<file path="src/sv/spq_pkg.sv">
// shared types, constants and codes for the sorted priority queue
package spq_pkg;

	localparam int SPQ_CAPACITY = 128;
	localparam int KEY_W        = 32;
	localparam int VALUE_W      = 64;
	localparam int STATUS_W     = 2;

	localparam logic OP_INSERT  = 1'b0;
	localparam logic OP_EXTRACT = 1'b1;

	localparam logic [STATUS_W-1:0] ST_OK    = 2'd0;
	localparam logic [STATUS_W-1:0] ST_FULL  = 2'd1;
	localparam logic [STATUS_W-1:0] ST_EMPTY = 2'd2;

	// double-precision negative infinity
	localparam logic [VALUE_W-1:0] NEG_INF_BITS = 64'hFFF0_0000_0000_0000;

	typedef struct packed {
		logic signed [KEY_W-1:0] key;
		logic [VALUE_W-1:0]      value;
	} entry_t;

	// controller to datapath
	typedef struct packed {
		logic start;        // capture the transaction, prime the first read
		logic is_insert;    // kind of transaction being started
		logic reject_full;
		logic reject_empty;
		logic shift;        // move one entry up a slot
		logic place;        // write the new entry into the hole
		logic take;         // pop the head entry
		logic publish;      // move the pending result to the output register
	} spq_cmd_t;

	// datapath to controller
	typedef struct packed {
		logic full;
		logic empty;
		logic shift_needed;
		logic out_free;
	} spq_stat_t;

endpackage

</file>
<file path="src/sv/spq_ctrl.sv">
// sequencing state machine for insert and extract transactions
module spq_ctrl
	import spq_pkg::*;
(
	input  logic      clk,
	input  logic      arst_n,
	input  logic      req_valid,
	input  logic      req_operation,
	output logic      req_ready,
	input  spq_stat_t stat,
	output spq_cmd_t  cmd
);

	typedef enum logic [3:0] {
		S_IDLE = 4'b0001,
		S_INS  = 4'b0010,
		S_EXT  = 4'b0100,
		S_DONE = 4'b1000
	} state_t;

	state_t state_q, state_d;
	logic   accept;

	assign req_ready = (state_q == S_IDLE);
	assign accept    = req_valid && req_ready;

	always_comb begin
		state_d = state_q;
		cmd     = '0;
		unique case (state_q)
			S_IDLE: begin
				if (accept) begin
					cmd.start     = 1'b1;
					cmd.is_insert = (req_operation == OP_INSERT);
					if (req_operation == OP_INSERT) begin
						if (stat.full) begin
							cmd.reject_full = 1'b1;
							state_d         = S_DONE;
						end else begin
							state_d = S_INS;
						end
					end else begin
						if (stat.empty) begin
							cmd.reject_empty = 1'b1;
							state_d          = S_DONE;
						end else begin
							state_d = S_EXT;
						end
					end
				end
			end
			S_INS: begin
				if (stat.shift_needed) begin
					cmd.shift = 1'b1;
				end else begin
					cmd.place = 1'b1;
					state_d   = S_DONE;
				end
			end
			S_EXT: begin
				cmd.take = 1'b1;
				state_d  = S_DONE;
			end
			S_DONE: begin
				if (stat.out_free) begin
					cmd.publish = 1'b1;
					state_d     = S_IDLE;
				end
			end
			default: begin
				state_d = S_IDLE;
			end
		endcase
	end

	always_ff @(posedge clk or negedge arst_n) begin
		if (!arst_n) begin
			state_q <= S_IDLE;
		end else begin
			state_q <= state_d;
		end
	end

endmodule

</file>
<file path="config.mk">
export PLATFORM = sky130hd
export DESIGN_NAME = spq_ctrl
export DESIGN_NICKNAME = d
export VERILOG_FILES = /design/src/sv/spq_pkg.sv /design/src/sv/spq_ctrl.sv
export SDC_FILE = /design/constraint.sdc
export NUM_CORES = 1
export LEC_CHECK = 0
export ABC_AREA = 1
export BUFFER_PORTS_ARGS = -buffer_cell sky130_fd_sc_hd__buf_2
export CAP_MARGIN = 20
export CORE_AREA = 2 2 39 41
export CTS_CLUSTER_DIAMETER = 150
export DETAILED_ROUTE_END_ITERATION = 8
export DIE_AREA = 0 0 41 43
export MAX_ROUTING_LAYER = met4
export SYNTH_ARGS = -nofsm -noshare
export SYNTH_HDL_FRONTEND = slang
export SYNTH_SLANG_ARGS = --single-unit
</file>
<file path="constraint.sdc">
create_clock -name clk -period 1.5 [get_ports clk]
set_input_delay 0.15 -clock clk [delete_from_list [all_inputs] [get_ports clk]]
set_output_delay 0.15 -clock clk [all_outputs]
set_load 0.02 [all_outputs]
</file>
* Word-level counts from Yosys, hierarchy flattened
Index checks and enable logic that the tools add are counted.
W data, S select, Z words.
** Operators by class
- Add/subtract/negate cells :: 0
- $mul :: 0
- Divide/modulo/power cells :: 0
- Order comparisons :: 0
- Equality and inequality tests :: 7
- Shifts and indexed selects :: 0
- Multiplexer cells :: 19
- Bitwise gates (word level) :: 1
- Reductions and logical operators :: 2
** Operators with widths (number)
- $mux W4 :: 8
- $pmux W4 S4 :: 1
- $mux W1 :: 9
- $eq A4 B1 Y1 const B :: 1
- $eq A4 B2 Y1 const B :: 1
- $eq A4 B3 Y1 const B :: 1
- $eq A4 B4 Y1 const B :: 1
- $ne A2 B2 Y1 const B :: 2
- $reduce_and A3 Y1 :: 1
- $mux W2 :: 1
- $ne A2 B1 Y1 const B :: 1
- $logic_and A1 B1 Y1 :: 1
- $not A1 Y1 :: 1
** Word-level totals
- Bits in registers :: 4
- Latch bits :: 0
- Bits in writable memories :: 0
- Memory bits (read-only) :: 0
- Input bits :: 8
- Logic and storage cells :: 30
- Memories kept :: 0

* Depth between registers and ports, before layout
Gate-level depths: netlist (run 1).
- Depth after elaboration :: 4
- Mapped depth :: 6
- Gate-level depth less buffers :: 6

* Worst setup path before layout (run 1)
Ideal clock, no wire load.
- Kind :: reg-to-output
- From :: register state_q[0]
- To :: output cmd[4] in the netlist's numbering
- Data arrival time :: 1418 ps
- Data required time :: 1350 ps
- Path slack :: -68 ps
- Cell stages (with the launch flop) :: 5
- Buffers on the path :: 0
- Cells stage by stage :: dfstp_2 > inv_1 > nor2_2 > nand2_4 > nor4_1
** RTL lines
- start, declared :: line spq_ctrl.sv:21 : state_t state_q, state_d;
- start signal, assigned :: line spq_ctrl.sv:80 : state_q <= state_d;
- end, declared :: line spq_ctrl.sv:11 : output spq_cmd_t cmd

==> impl_metrics.ini, run 1 <==
[outcome]
status = finished with violations
failed_checks = setup timing

[power]
p_sw_mw = 0.464
leakage_nw = 0.334
internal_power_mw = 0.580
clkPwrFrac_pct = 13.8
power.density_mw_per_mm2 = 1810
power_mw = 1.04
p_sw_share_pct = 44.4
max-vdd-ir-drop_v = 0.000488
power_frac_seq_pct = 18.5
combPwrFrac_pct = 67.7

[synthesis]
synth_area_leaders = dfrtp_1, inv_1, nor2_1
synth.yosys.warnings = 0
synth_top_area_share_pct = 21.9
synthMostInstantiatedCell = inv_1
synth_edf_count = 0
yosysSeqAreaShare_pct = 29.6
synth_commonest_cells = inv_1, nor2_1, nand2_1
synthArstFlopShare_pct = 100
synth_cells = 50
synth_flop_cell = dfrtp_1
ys_types = 16
post_synth.cell_area_avg_sq_um = 6.86
synth_nets = 58
yosysTopAreaCell = dfrtp_1
netlist_area_sq_um = 343
synth-seq-cells = 4

[grt]
grt_pass1_vias = 336
grt.overflow.total = 0
grt_pass1_wl_um = 1370
grt_use_total_pct = 12.2
grt_max_degree = 6
antenna_found_initial = 0

[final_layout]
fin_nets = 84
reg_top3 = state_q: 4 flops
largest_reg_flops = 4
diodes = 0
fin_util_pct = 41.7
drive_above_1_share_pct = 52.0
fin_area_sq_um = 577
top_register = state_q
syn2layout_area_growth_pct = 68.2

[sta]
min_period_over_period_pct = 100
hold_viol = 0
fin_crit_ns = 1.50
setup_tns_ns = -0.0000281
setup_viol = 1
fin_skew_ns = 0.00737
rsz0062_at_grt = true
worstMarginPinSlew_ns = 0.247
slew-limit-headroom_pct = 83.5
hold_slack_ns = 0.233
max_freq_mhz = 667
setup_slack_ns = -0.0000281
drv_slew = 0

[critical_path]
max_stage_delay_ns = 0.53
required_ns = 1.35
critPathLaunch = state_q[0]
endpoint_kind = primary output
arrival_ns = 1.35
critPathSlowestCell = dfstp_2
reg2reg_from = state_q[0]
path_buf_inv = 2
crit_type = flop to primary output
cp_top_family = flip-flops
worst-path-max-fanout = 5
start_kind = flop
r2r_setup_slack_ns = 0.17
path_cells = inv_2 > nor2_4 > nand2_4 > nor4_2 > buf_4

[floorplan]
die_area_sq_mm = 0.00176
io_pins = 17
rows = 14
core_area_sq_mm = 0.00138
initial_utilization_pct = 24.8
fp.dieW_um = 41
die_h_um = 43

[clock_tree]
cts-buffers-inserted = 3
htreeDepth = 1
worstSkewPairLatency_ns = 0.23
root_buffer = clkbuf_4
clk_pin_slew_ns = 0.04
cts.path.max_buffers = 2
cts_tree = done
cts_sinks = 4

[worst_hold_path]
hp-start = req_operation
hold_path.class = input port to flop

[placed_design]
dpl.hpwl_um = 592
dpl_cell_area_sq_um = 443
gp_congestion = 0.796
portBuffers = 16

[drt]
drt_wl_total_um = 824
dr.pass1.iters = 4
wl_per_cell_um = 9.05
vias = 368
drc_errors = 0
ant_nets = 0
drt_iter0_drc = 9
via_per_inst = 4.04

[job]
cap_violations = 0
[what timing repair did]
| action | in CTS | in global routing |
|---|---|---|
| endpoints found under the setup margin | 3 | 6 |
| endpoints found under the hold margin | 4 | 0 |
| gates resized for setup | 3 | 11 |
| setup buffers | 2 | 2 |
| pin swaps | 0 | 0 |
| hold buffers | 1 | 0 |
[cells by family (layout without fill, tap and decap cells)]
kind of cell	count (synthesis)	count (layout)	synth area share, %
compound gates	3	3	7.30
simple gates	31	31	48.5
buf+inv	12	37	14.6
flops	4	4	29.6
[per-stage QoR]
| step | worst slack, ns | std cells |
|---|---|---|
| finish | -0.0000281 | 91 |
| global route | -0.0873 | 91 |
| CTS | 0.0101 | 89 |
| detailed placement | 0.170 | 82 |
| global placement | 0.182 | 82 |
| floorplan | -0.0684 | 50 |
[power groups by stage]
| stage | Combinational, mW | Sequential, mW | Clock [mW] |
|---|---|---|---|
| floorplan | 0.350 | 0.185 | 0 |
| global placement | 0.444 | 0.188 | 0 |
| detailed placement | 0.444 | 0.190 | 0 |
| CTS | 0.570 | 0.190 | 0.149 |
| global route | 0.774 | 0.202 | 0.157 |
| finish | 0.707 | 0.193 | 0.144 |
[worst reg2reg max path, stage by stage (launching register included)]
cell,delay [ns]
dfstp_2,0.53
inv_2,0.04
nor2_4,0.10
nand2_4,0.10
buf_12,0.14
buf_4,0.12
nor2_2,0.08
nor2_1,0.05
a21oi_2,0.10
[worst paths after layout]
kind,endpoint,cells after the start
worst max-delay path,cmd[5],5
worst min-delay path,state_q[2],3
worst max register to register,state_q[3],8
worst min register to register,state_q[3],3
max in group asynchronous,state_q[0],2
min in group asynchronous,state_q[2],2
[placed cells by master, fill, tap and decap left out]
| cell | instances |
|---|---|
| buf_12 | 1 |
| nor2_4 | 2 |
| nor2_1 | 8 |
| clkinv_8 | 1 |
| nor3_2 | 1 |
| clkbuf_1 | 1 |
| buf_2 | 12 |
| nor2_2 | 2 |
| dfrtp_1 | 3 |
| buf_6 | 1 |
| inv_1 | 10 |
| clkbuf_4 | 3 |
| o21bai_2 | 1 |
| nand2_4 | 1 |
| nor4_2 | 1 |
| buf_4 | 6 |
| nor4_4 | 1 |
| a21oi_2 | 1 |
| inv_2 | 1 |
| o21ai_0 | 1 |
| nand3_2 | 3 |
| dfstp_2 | 1 |
| dlygate4sd3_1 | 1 |
| nand2_1 | 8 |
| nand3_1 | 4 |
[final cells by class]
| type | instances | area (sq um) |
|---|---|---|
| Tap cell | 16 | 20.0 |
| Sequential cell | 4 | 101 |
| Timing Repair Buffer | 21 | 146 |
| Multi-Input combinational cell | 34 | 225 |
| Inverter | 12 | 57.6 |
| Clock buffer | 4 | 26.3 |
| Fill cell | 146 | 807 |
[routing by layer]
metal / part of all wire, % / wire length [um] / vias to the layer above / GRT usage (%)
met4: 0 / 0 / 0 / 10.0
met2: 55 / 457 / 6 / 15.6
met5: 0 / 0 / - / -
met3: 2.2 / 18 / 0 / 3.14
li1: - / - / 205 / -
met1: 42 / 348 / 157 / 15.4
Power figures use the tool's default switching activity.
==> run 2, diff against run 1 <==
--- a/config.mk
+++ b/config.mk
@@ -13,6 +13,7 @@
 export DETAILED_ROUTE_END_ITERATION = 8
 export DIE_AREA = 0 0 41 43
 export MAX_ROUTING_LAYER = met4
+export SKIP_LAST_GASP = 1
 export SYNTH_ARGS = -nofsm -noshare
 export SYNTH_HDL_FRONTEND = slang
 export SYNTH_SLANG_ARGS = --single-unit
==> run 2 against run 1 <==
The flow still finishes with violations (setup timing); core utilization is the same; clock power about the same; flip-flop and latch count unchanged; largest power group unchanged.
==> impl_metrics.ini, run 2 (synthesis results as in run 1) <==
[floorplan]
core_area_sq_mm = 0.00138
fp.dieW_um = 41
die_area_sq_mm = 0.00176
rows = 14
initial_utilization_pct = 24.8
die_h_um = 43
io_pins = 17

[sta]
setup_viol = 1
fin_crit_ns = 1.50
drv_slew = 0
hold_slack_ns = 0.233
slew-limit-headroom_pct = 83.5
hold_viol = 0
worstMarginPinSlew_ns = 0.247
fin_skew_ns = 0.00737
max_freq_mhz = 667
setup_slack_ns = -0.0000281
setup_tns_ns = -0.0000281
min_period_over_period_pct = 100
rsz0062_at_grt = true

[grt]
grt_pass1_wl_um = 1370
antenna_found_initial = 0
grt_pass1_vias = 336
grt_max_degree = 6
grt.overflow.total = 0
grt_use_total_pct = 12.2

[power]
power.density_mw_per_mm2 = 1810
max-vdd-ir-drop_v = 0.000488
power_mw = 1.04
leakage_nw = 0.334

[critical_path]
required_ns = 1.35
arrival_ns = 1.35
start_kind = flop
crit_type = flop to primary output
endpoint_kind = primary output
worst-path-max-fanout = 5

[final_layout]
layout_common_cells = buf_2, inv_1, nor2_1, nand2_1, buf_4
diodes = 0
syn2layout_area_growth_pct = 68.2
fin_util_pct = 41.7
fin_area_sq_um = 577
fin_nets = 84
stdcell_count = 91
final_common_cell = buf_2
largest_reg_flops = 4
fill_cells = 146
drive_above_1_share_pct = 52.0
reg_top3 = state_q: 4 flops
top_register = state_q

[drt]
wl_per_cell_um = 9.05
drc_errors = 0
drt_wl_total_um = 824
ant_nets = 0
dr.pass1.iters = 4
via_per_inst = 4.04
drt_iter0_drc = 9
vias = 368

[clock_tree]
htreeDepth = 1
cts-buffers-inserted = 3
root_buffer = clkbuf_4
clk_pin_slew_ns = 0.04
cts.path.max_buffers = 2
cts_tree = done
cts_sinks = 4
worstSkewPairLatency_ns = 0.23

[outcome]
failed_checks = setup timing
status = finished with violations

[placed_design]
dp_slack_ns = 0.170
dpl.hpwl_um = 592
gp_congestion = 0.796
placed_cells = 82
dpl_cell_area_sq_um = 443
portBuffers = 16

[worst_hold_path]
hold_path.class = input port to flop

[job]
cap_violations = 0
run 2: power by group:
group          internal, mW  switching [mW]  total (mW)
Clock                0.0998          0.0442       0.144
Sequential            0.155          0.0380       0.193
Combinational         0.326           0.382       0.707
Total                 0.580           0.464        1.04
run 2: final cells by class:
| class | count | area, sq um | share of cell area (%) |
|---|---|---|---|
| clock buffer | 4 | 26.3 | 4.56 |
| inverter | 12 | 57.6 | 9.98 |
| multi-input combinational | 34 | 225 | 39.0 |
| sequential | 4 | 101 | 17.6 |
| tap | 16 | 20.0 | 3.47 |
| timing repair buffer | 21 | 146 | 25.4 |
run 2: worst max-delay path, stage by stage, from the launching register on:
cell	delay, ns
dfstp_2	0.53
inv_2	0.04
nor2_4	0.10
nand2_4	0.10
nor4_2	0.16
buf_4	0.19
run 2: timing repair:
| item | 4_1_cts | 5_1_grt |
|---|---|---|
| setup buffers | 2 | 2 |
| hold endpoints to repair | 4 | 0 |
| endpoints found under the setup margin | 3 | 6 |
| resized for setup | 3 | 11 |
| hold buffers | 1 | 0 |
run 2: path summary, 6_finish.rpt:
kind / cells after the start / slack [ns] / endpoint / from
min in group asynchronous: 2 / 0.25 / state_q[2] / arst_n
max in group asynchronous: 2 / 1.04 / state_q[0] / arst_n
worst max register to register: 8 / 0.17 / state_q[3] / state_q[0]
worst min-delay path: 3 / 0.23 / state_q[2] / req_operation
worst max-delay path: 5 / -0.00003 / cmd[5] / state_q[0]
worst min register to register: 3 / 0.68 / state_q[3] / state_q[2]
run 2: layer usage:
layer | track usage, % | wire length, um | up-vias
met2 | 15.6 | 457 | 6
met1 | 15.4 | 348 | 157
li1 | - | - | 205
met4 | 10.0 | 0 | 0
met5 | - | 0 | -
met3 | 3.14 | 18 | 0
